$ cat src/hdl/lcdi_pkg.sv
// Shared types and constants for the display init list interpreter.
// No dependencies; imported by every module of the block.
`default_nettype none

package lcdi_pkg;

   localparam logic [7:0]  LONG_MARK        = 8'hFF;
   localparam logic [15:0] LONG_DELAY_RESET = 16'd500;
   localparam int          DELAY_FLAG_BIT   = 7;

   typedef enum logic [1:0] {
      KIND_CMD  = 2'd0,
      KIND_DATA = 2'd1,
      KIND_WAIT = 2'd2
   } kind_type;

   typedef struct packed {
      logic [7:0] list_byte;
      logic       list_start;
   } item_type;

   typedef struct packed {
      logic        valid;
      kind_type    kind;
      logic [7:0]  data;
      logic [15:0] wait_ms;
      logic        done;
   } result_type;

endpackage

`default_nettype wire

$ cat src/hdl/lcdi_in_stage.sv
// Input register of the init list interpreter.
// Depends on lcdi_pkg for the item type.
`default_nettype none

module lcdi_in_stage (
   input  wire                 clock,
   input  wire                 reset,
   input  wire                 req_valid,
   output logic                req_ready,
   input  wire lcdi_pkg::item_type req_item,
   input  wire                 advance,
   output logic                item_valid,
   output lcdi_pkg::item_type  item
);
   import lcdi_pkg::*;

   logic     valid_ff, valid_in;
   item_type item_ff;

   assign req_ready  = !valid_ff || advance;
   assign item_valid = valid_ff;
   assign item       = item_ff;

   always_comb begin
      valid_in = valid_ff;
      if (req_ready) begin
         valid_in = req_valid;
      end
   end

   always_ff @(posedge clock) begin
      if (reset) begin
         valid_ff <= 1'b0;
      end else begin
         valid_ff <= valid_in;
      end
      if (req_ready && req_valid) begin
         item_ff <= req_item;
      end
   end

endmodule

`default_nettype wire

$ cat src/hdl/lcdi_parser.sv
// List parsing state machine and the long delay register.
// Depends on lcdi_pkg for item and result types.
`default_nettype none

module lcdi_parser (
   input  wire                 clock,
   input  wire                 reset,
   input  wire                 csr_wr_en,
   input  wire [15:0]          csr_wr_data,
   input  wire                 step,
   input  wire lcdi_pkg::item_type item,
   output lcdi_pkg::result_type result
);
   import lcdi_pkg::*;

   typedef enum logic [2:0] {
      PH_IDLE  = 3'd0,
      PH_CMD   = 3'd1,
      PH_ARGC  = 3'd2,
      PH_ARGS  = 3'd3,
      PH_DELAY = 3'd4
   } phase_type;

   phase_type   phase_ff, phase_in;
   logic [7:0]  cmds_ff, cmds_in;
   logic [6:0]  args_ff, args_in;
   logic        pend_ff, pend_in;
   logic [15:0] long_ff;
   logic [6:0]  args_dec;
   phase_type   end_phase;

   assign args_dec  = args_ff - 7'd1;
   // where the entry closes: next command, or idle if none remain
   assign end_phase = (cmds_ff != 8'd0) ? PH_CMD : PH_IDLE;

   always_comb begin
      phase_in = phase_ff;
      cmds_in  = cmds_ff;
      args_in  = args_ff;
      pend_in  = pend_ff;
      result   = '0;
      if (step) begin
         if (item.list_start) begin
            cmds_in  = item.list_byte;
            args_in  = 7'd0;
            pend_in  = 1'b0;
            phase_in = (item.list_byte != 8'd0) ? PH_CMD : PH_IDLE;
         end else begin
            case (phase_ff)
               PH_CMD: begin
                  cmds_in      = cmds_ff - 8'd1;
                  phase_in     = PH_ARGC;
                  result.valid = 1'b1;
                  result.kind  = KIND_CMD;
                  result.data  = item.list_byte;
               end
               PH_ARGC: begin
                  args_in = item.list_byte[6:0];
                  pend_in = item.list_byte[DELAY_FLAG_BIT];
                  if (item.list_byte[6:0] != 7'd0) begin
                     phase_in = PH_ARGS;
                  end else if (item.list_byte[DELAY_FLAG_BIT]) begin
                     phase_in = PH_DELAY;
                  end else begin
                     pend_in  = 1'b0;
                     phase_in = end_phase;
                  end
               end
               PH_ARGS: begin
                  args_in      = args_dec;
                  result.valid = 1'b1;
                  result.kind  = KIND_DATA;
                  result.data  = item.list_byte;
                  if (args_dec == 7'd0) begin
                     if (pend_ff) begin
                        phase_in = PH_DELAY;
                     end else begin
                        phase_in    = end_phase;
                        result.done = (cmds_ff == 8'd0);
                     end
                  end
               end
               PH_DELAY: begin
                  args_in        = 7'd0;
                  pend_in        = 1'b0;
                  phase_in       = end_phase;
                  result.valid   = 1'b1;
                  result.kind    = KIND_WAIT;
                  result.wait_ms = (item.list_byte == LONG_MARK) ? long_ff
                                                                 : {8'd0, item.list_byte};
                  result.done    = (cmds_ff == 8'd0);
               end
               default: begin
                  phase_in = PH_IDLE;
               end
            endcase
         end
      end
   end

   always_ff @(posedge clock) begin
      if (reset) begin
         phase_ff <= PH_IDLE;
         cmds_ff  <= 8'd0;
         args_ff  <= 7'd0;
         pend_ff  <= 1'b0;
         long_ff  <= LONG_DELAY_RESET;
      end else begin
         phase_ff <= phase_in;
         cmds_ff  <= cmds_in;
         args_ff  <= args_in;
         pend_ff  <= pend_in;
         if (csr_wr_en) begin
            long_ff <= csr_wr_data;
         end
      end
   end

endmodule

`default_nettype wire

$ cat src/hdl/lcdi_out_stage.sv
// Result register of the init list interpreter.
// Depends on lcdi_pkg for the result type.
`default_nettype none

module lcdi_out_stage (
   input  wire                   clock,
   input  wire                   reset,
   input  wire                   load,
   input  wire lcdi_pkg::result_type result,
   input  wire                   rsp_ready,
   output logic                  rsp_valid,
   output logic                  free,
   output lcdi_pkg::result_type  held
);
   import lcdi_pkg::*;

   logic       valid_ff, valid_in;
   result_type held_ff;

   assign rsp_valid = valid_ff;
   assign free      = !valid_ff || rsp_ready;
   assign held      = held_ff;

   always_comb begin
      valid_in = valid_ff;
      if (load) begin
         valid_in = result.valid;
      end else if (rsp_ready) begin
         valid_in = 1'b0;
      end
   end

   always_ff @(posedge clock) begin
      if (reset) begin
         valid_ff <= 1'b0;
      end else begin
         valid_ff <= valid_in;
      end
      if (load && result.valid) begin
         held_ff <= result;
      end
   end

endmodule

`default_nettype wire

$ cat src/hdl/lcd_init_command_list_interpreter.sv
// Top level of the display init list interpreter.
// Depends on lcdi_pkg, lcdi_in_stage, lcdi_parser and lcdi_out_stage.
//
//   channel | direction | handshake           | payload
//   req     | in        | req_valid/req_ready | req_list_byte, req_list_start
//   rsp     | out       | rsp_valid/rsp_ready | rsp_out_kind, rsp_out_byte,
//           |           |                     | rsp_wait_ms, rsp_list_done
//   csr     | in        | csr_wr_en           | csr_wr_data (long delay, ms)
//
// One list byte per cycle unless a stalled result holds the input; each result passes
// through the input register and the result register around the parse step.
// Synchronous reset clears the parse state to idle and the long delay to 500.
// A stalled result holds the output; the parse step waits until the result
// register is free, and the input register keeps one byte meanwhile.
`default_nettype none

module lcd_init_command_list_interpreter (
   input  wire        clock,
   input  wire        reset,
   input  wire        req_valid,
   output logic       req_ready,
   input  wire [7:0]  req_list_byte,
   input  wire        req_list_start,
   output logic       rsp_valid,
   input  wire        rsp_ready,
   output logic [1:0] rsp_out_kind,
   output logic [7:0] rsp_out_byte,
   output logic [15:0] rsp_wait_ms,
   output logic       rsp_list_done,
   input  wire        csr_wr_en,
   input  wire [15:0] csr_wr_data
);
   import lcdi_pkg::*;

   item_type   req_item, item;
   logic       item_valid, out_free, advance;
   result_type result, held;

   assign req_item.list_byte  = req_list_byte;
   assign req_item.list_start = req_list_start;
   assign advance = item_valid && out_free;

   lcdi_in_stage u_in (
      .clock      (clock),
      .reset      (reset),
      .req_valid  (req_valid),
      .req_ready  (req_ready),
      .req_item   (req_item),
      .advance    (advance),
      .item_valid (item_valid),
      .item       (item)
   );

   lcdi_parser u_parser (
      .clock       (clock),
      .reset       (reset),
      .csr_wr_en   (csr_wr_en),
      .csr_wr_data (csr_wr_data),
      .step        (advance),
      .item        (item),
      .result      (result)
   );

   lcdi_out_stage u_out (
      .clock     (clock),
      .reset     (reset),
      .load      (advance),
      .result    (result),
      .rsp_ready (rsp_ready),
      .rsp_valid (rsp_valid),
      .free      (out_free),
      .held      (held)
   );

   assign rsp_out_kind  = held.kind;
   assign rsp_out_byte  = held.data;
   assign rsp_wait_ms   = held.wait_ms;
   assign rsp_list_done = held.done;

endmodule

`default_nettype wire

$ cat config.mk
export PLATFORM = sky130hd
export DESIGN_NAME = lcd_init_command_list_interpreter
export DESIGN_NICKNAME = d
export VERILOG_FILES = /design/src/hdl/lcdi_pkg.sv /design/src/hdl/lcdi_in_stage.sv /design/src/hdl/lcdi_parser.sv /design/src/hdl/lcdi_out_stage.sv /design/src/hdl/lcd_init_command_list_interpreter.sv
export SDC_FILE = /design/constraint.sdc
export NUM_CORES = 1
export LEC_CHECK = 0
export BUFFER_PORTS_ARGS = -buffer_cell sky130_fd_sc_hd__buf_4
export CELL_PAD_IN_SITES_DETAIL_PLACEMENT = 0
export CELL_PAD_IN_SITES_GLOBAL_PLACEMENT = 1
export CORE_ASPECT_RATIO = 2
export CORE_UTILIZATION = 45
export CTS_BUF_LIST = sky130_fd_sc_hd__clkbuf_2 sky130_fd_sc_hd__clkbuf_4 sky130_fd_sc_hd__clkbuf_8
export CTS_CLUSTER_SIZE = 25
export DETAILED_ROUTE_END_ITERATION = 8
export PLACE_DENSITY_LB_ADDON = 0.1
export SLEW_MARGIN = 20
export SYNTH_ARGS = -nofsm -noshare
export SYNTH_HDL_FRONTEND = slang
export SYNTH_SLANG_ARGS = --single-unit
$ cat constraint.sdc
create_clock -name clock -period 3.2 [get_ports clock]
set_clock_uncertainty 0.15 [all_clocks]
set_input_delay 0.16 -clock clock [delete_from_list [all_inputs] [get_ports clock]]
set_output_delay 0.16 -clock clock [all_outputs]
set_load 0.05 [all_outputs]
**Word-level counts from Yosys, hierarchy flattened**

Cells that the tools add are included.

- $add $sub $neg: 2
- Multipliers: 0
- Div/mod/pow operators: 0
- $lt $le $gt $ge: 0
- Eq/ne operators: 6
- Shift-type cells: 0
- Multiplexer cells: 27
- Bitwise logic cells: 4
- Reductions and logical operators: 25

Operators by type and width:

| operator | count |
|---|---|
| 28-bit two-way mux | 2 |
| 16-bit two-way mux | 2 |
| 8-bit two-way mux | 3 |
| 7-bit case mux with 3 select lines | 1 |
| 8-bit nonzero test | 2 |
| 3-bit two-way mux | 5 |
| 3-bit case mux with 4 select lines | 1 |
| 1-bit two-way mux | 9 |
| 3-bit case mux with 3 select lines | 1 |
| 8-bit equality test, second input constant | 1 |
| 8-bit logical NOT | 1 |
| 2-bit AND reduction | 4 |
| 8-bit by 1-bit subtractor with 8-bit output, second input constant | 1 |
| 7-bit logical NOT | 1 |
| 7-bit two-way mux | 1 |
| 7-bit nonzero test | 1 |
| 7-bit by 1-bit subtractor with 7-bit output, second input constant | 1 |
| 3-bit by 2-bit equality test with 1-bit output, second input constant | 2 |
| 3-bit OR reduction | 2 |
| 1-bit NOT | 4 |
| 1-bit case mux with 2 select lines | 2 |
| 2-bit nonzero test | 2 |
| 4-bit nonzero test | 1 |
| 2-bit OR reduction | 2 |
| other kinds (8) | 12 |

- Register bits after elaboration: 73
- Latch bits: 0
- Memory bits (writable): 0
- ROM bits: 0
- Output and inout port bits: 29
- Word-level logic and storage cells: 78
- Memories: 0

**Longest topological paths before layout**

- Word-level depth: 7
- Depth in mapped cells: 6
- Depth with buffers taken out: 6

**Modules after synthesis**

A second synthesis with hierarchy kept.

- Cell total of the unflattened synthesis: 324
- Area total of the unflattened synthesis: 3440.8 µm²

Modules (own cells, without submodules):

| module | instances | cells each | area an instance (µm²) |
|---|---|---|---|
| lcdi_parser | 1 | 276 | 2208.4 |
| lcdi_out_stage | 1 | 33 | 900.9 |
| lcdi_in_stage | 1 | 14 | 325.3 |
| lcd_init_command_list_interpreter | 1 | 1 | 6.3 |

**Worst setup path before layout**

Ideal clock, no wire load.

- Kind: flip-flop to flip-flop
- Start point: register u_out.valid_ff, in the netlist u_out.rsp_valid
- End point: register u_out.held_ff (netlist bit u_out.held[0]), enable pin
- Setup time: 386 ps
- Arrival: 2061 ps
- Data required time: 2664 ps
- Setup slack: 603 ps
- Stages on the path, launching flop included: 5
- Path buffers: 1
- Period minus slack after synthesis: 2597 ps
- Cells stage by stage: dfxtp_1 nor2b_1 clkbuf_1 nor4b_2 or2_1

- Word-level cells in the longest chain between the ends: 5

RTL lines:

| item | line | text |
|---|---|---|
| from (decl) | lcdi_out_stage.sv:17 | `logic valid_ff, valid_in;` |
| from (signal assigned) | lcdi_out_stage.sv:37 | `valid_ff <= valid_in;` |
| 1-bit logical NOT (*) | lcdi_out_stage.sv:21 | `assign free = !valid_ff \|\| rsp_ready;` |
| 1-bit logical OR (*) | lcdi_out_stage.sv:21 |  |
| 1-bit logical AND (*) | lcd_init_command_list_interpreter.sv:41 | `assign advance = item_valid && out_free;` |
| 28-bit two-way mux | lcdi_parser.sv:42 | `if (step) begin` |
| 1-bit logical AND (*) | lcdi_out_stage.sv:39 | `if (load && result.valid) begin` |
| to (signal assigned) | lcdi_out_stage.sv:40 | `held_ff <= result;` |
| to (decl) | lcdi_out_stage.sv:18 | `result_type held_ff;` |

Every way passes the cells marked *; elsewhere a longest branch is shown, timed or not.
A chain may end at the register's enable or synchronous reset.

**Worst setup path in the final report**

- Start point: register u_parser.phase_ff[0]
- End point: register u_out.held_ff (netlist bit u_out.held[18]), enable pin

- Word-level cells in the longest chain between the ends: 5
- Elaborated cells between the ends (all ways): 7

RTL lines:

| item | line | text |
|---|---|---|
| from (decl) | lcdi_parser.sv:24 | `phase_type phase_ff, phase_in;` |
| from (signal assigned) | lcdi_parser.sv:109 | `phase_ff <= phase_in;` |
| 3-bit equality test, or another cell as far along | lcdi_parser.sv:49 | `case (phase_ff)` |
| 3-bit case mux with 3 select lines (*) | lcdi_parser.sv:49 |  |
| 28-bit two-way mux (*) | lcdi_parser.sv:43 | `if (item.list_start) begin` |
| 28-bit two-way mux (*) | lcdi_parser.sv:42 |  |
| 1-bit logical AND (*) | lcdi_out_stage.sv:39 |  |

Marks and branches as above.

==> flow_summary.json <==
{
  "yosys-top-cells-area": "edfxtp_1 32%, dfxtp_1 22%, mux2i_1 4.5%",
  "cp_slowest_cell": "or3b_1",
  "min-delay-path-class": "primary input to flip-flop",
  "critical_path.endpoint_type": "flip-flop",
  "p_leak_uw": 0.00176,
  "ys_seq_area_frac": 0.544,
  "detailedRoute.firstIterationViolations": 196,
  "clock_sink_count": 73,
  "overall_overflow_remaining_after_global_route": 0,
  "synth_cell_types": 62,
  "design.die.area_um2": 7810,
  "total_switching_power_uw": 478,
  "layout_worst_path_cycle_share": 0.774,
  "power.share.sequential": 0.522,
  "worstSetupStartpointType": "flip-flop",
  "met1_length_mm": 3.40,
  "grt_antenna_before_repair": 0,
  "synth.most_common_cell": "dfxtp_1",
  "floorplan.rows": 44,
  "path_delay_family": "simple AND/OR/NAND/NOR gates",
  "grt_setup_unrepaired": "no",
  "min_period_ps": 2480,
  "routed-via-count": 2769,
  "top_layer": "met4",
  "route.detailed.drc": 0,
  "intPower_uw": 1520,
  "top_level_ports": 59,
  "clock_power_share": 0.378,
  "detail_route.wirelength_mm": 9.20,
  "ys_top_cells_by_count": "37 x dfxtp_1, 36 x edfxtp_1, 30 x nand2_1",
  "largest_stage_delay_on_the_critical_path_ps": 520,
  "detail_route.first_pass.iterations": 5,
  "synth_adder_area_share": 0.0112,
  "power_switching_share": 0.240,
  "clk_transition_reported_paths_ps": 70,
  "whs_path_depth": 2,
  "grt_start_max_net_pins": 29,
  "area_growth_pct": 29.7,
  "max_slew_margin": 0.596,
  "worst_pin_slew_ps": 600,
  "die_width_um": 63.0,
  "synth.yosys.warnings": 0,
  "cp_data_arrival_time_ps": 2380,
  "io_buffers": 58,
  "detailroute.wirelength.met3_um": 292,
  "fmaxAchievable_mhz": 404,
  "avgViaCountPerCell": 5.55,
  "synth_top_flop_cell": "dfxtp_1",
  "cts.root.buffer_cell": "clkbuf_8",
  "final_area_um2": 4340,
  "grt_first_pass_wirelength_mm": 14.8,
  "synth_fp_nets": 351,
  "dp_hpwl_mm": 6.40,
  "synthXorXnorAreaFrac": 0.00262,
  "number_of_buffers_between_clock_root_and_the_deepest_sink": 2,
  "reg2regPathDepth": 4,
  "syn-cell-area_um2": 3350,
  "worstPathCellList": "or3b_1 > nor3_4 > or2_1 > buf_4",
  "power.density_nw_per_um2": 459,
  "yosys.area.top_type": "edfxtp_1",
  "combinational_family_with_the_most_area_after_synthesis": "simple AND/OR/NAND/NOR gates",
  "fin_tns_setup_ps": 0,
  "synth_compound_area_frac": 0.158,
  "routedWlPerCell_um": 18.4,
  "dpl_cell_area_um2": 3870,
  "combinationalPowerShare": 0.101,
  "worst_skew_pair.late_latency_ps": 350,
  "worstSetupPathDepth": 4,
  "die_h_um": 124,
  "grt_pass1_vias": 2956,
  "cts_htree_levels": 3,
  "num_antenna_cells": 0,
  "postSynthAreaPerCell_um2": 10.5,
  "drv.max_cap_violation_count": 0,
  "cts_setup_buffers": 0,
  "place_congestion": 0.917,
  "critical_path_buf_inv_count": 1,
  "num-nets-final": 435,
  "status": "complete, no violations",
  "synth-seq-cells": 73,
  "initial_utilization": 0.464,
  "critical_path.max_fanout": 20,
  "total_routing_resource_utilization_after_global_routing": 0.257,
  "slew_violations": 0,
  "drive_gt1_frac": 0.221,
  "total_power_uw": 1990,
  "hold_viol_final": 0,
  "yosys-mux-area-fraction": 0.0449,
  "design.core.area_um2": 7210,
  "ir_worst_vdd_mv": 0.430,
  "netlist.area_leader.share": 0.323,
  "cts-buffers-inserted": 9,
  "criticalPathCategory": "flip-flop to flip-flop",
  "synth_simple_gate_area_share": 0.203,
  "data_required_time_of_the_worst_path_ps": 3100,
  "detail-route-antenna-nets": 0,
  "syn-instance-count": 318,
  "number_of_synthesized_flops_with_an_enable_pin": 36,
  "finalSetupViolations": 0,
  "clock_tree_from_tritoncts": "yes",
  "async_reset_ff_frac": 0,
  "wl_met2_mm": 5.16
}
==> final timing paths <==
check | start | endpoint | slack (ps)
setup / recovery | u_parser.phase_ff[0] | u_out.held[18] | 720
hold / removal | reset | u_parser.long_ff[10] | 50
setup reg to reg | u_parser.phase_ff[0] | u_out.held[18] | 720
hold reg to reg | u_parser.long_ff[8] | u_parser.long_ff[8] | 320
==> flip-flops by register name, indices dropped and copies added, names as in the netlist <==
| register | count |
|---|---|
| u_in.item | 9 |
| u_in.item_valid | 1 |
| u_out.held | 27 |
| u_out.rsp_valid | 1 |
| u_parser.args_ff | 7 |
| u_parser.cmds_ff | 8 |
| u_parser.long_ff | 16 |
| u_parser.pend_ff | 1 |
| u_parser.phase_ff | 3 |
==> cell usage in the layout, fill, tap and decap left out, types with 2 or more instances in the layout <==
master         instances
a2111o_1               2
a211oi_1               2
a21oi_1               20
a31oi_1                3
and2_1                19
buf_4                 65
clkbuf_8              11
dfxtp_1               37
dlygate4sd3_1         26
edfxtp_1              36
ha_1                   3
inv_1                 10
mux2i_1               15
nand2_1               30
nand2b_1               4
nand3_1                6
nor2_1                23
nor3_1                 8
nor3b_1                4
nor4_1                 3
o211a_1                8
o21a_1                 3
o21ai_0                9
o21ai_1                6
o22ai_1                2
o311ai_0               2
o31ai_1                3
or3_1                  4
or3b_1                 3
or4_1                  4
==> repair_timing <==
action | 4_1_cts | 5_1_grt
hold buffers | 26 | 0
endpoints found under the hold margin | 26 | 0
gates resized for setup | 0 | 0
==> layout make-up <==
class	count	area [um2]
Fill cell	632	2870
Sequential cell	73	1820
Multi-Input combinational cell	216	1410
Timing Repair Buffer	91	748
Clock buffer	12	159
Tap cell	92	115
Clock inverter	4	51.3
Inverter	11	41.3
==> power by group through the flow <==
stage	clock network, uW	registers [uW]	logic, uW
2_1_floorplan	0	1050	112
3_3_place_gp	0	1060	172
3_5_place_dp	0	1060	174
4_1_cts	765	1040	200
5_1_grt	797	1050	221
6_report	753	1040	200
==> metrics by stage <==
stage          setup slack (ps)  hold WS, ps   util  std cells
6_report                    723         52.3  0.602        499
5_1_grt                     598         55.0  0.602        499
3_3_place_gp                803          190  0.537        457
2_1_floorplan               603          109      -        318
3_5_place_dp                744          191  0.537        457
4_1_cts                     732         43.8  0.602        499
==> routing by layer <==
layer / track usage / vias to the layer above
met5: 0 / -
met4: 0.156 / 0
met3: 0.0430 / 27
met2: 0.485 / 78
met1: 0.258 / 1319
li1: - / 1345
==> cells by family (layout without fill, tap and decap cells) <==
group	count (synthesis)	count (layout)
AOI/OAI and AO/OA	75	75
xor gates and xnor gates	1	1
adders and majority gates	3	3
buffers and inverters	29	118
DFF	73	73
muxes	15	15
and+or+nand+nor	122	122
Note: power is estimated with default switching activity, not from simulation.
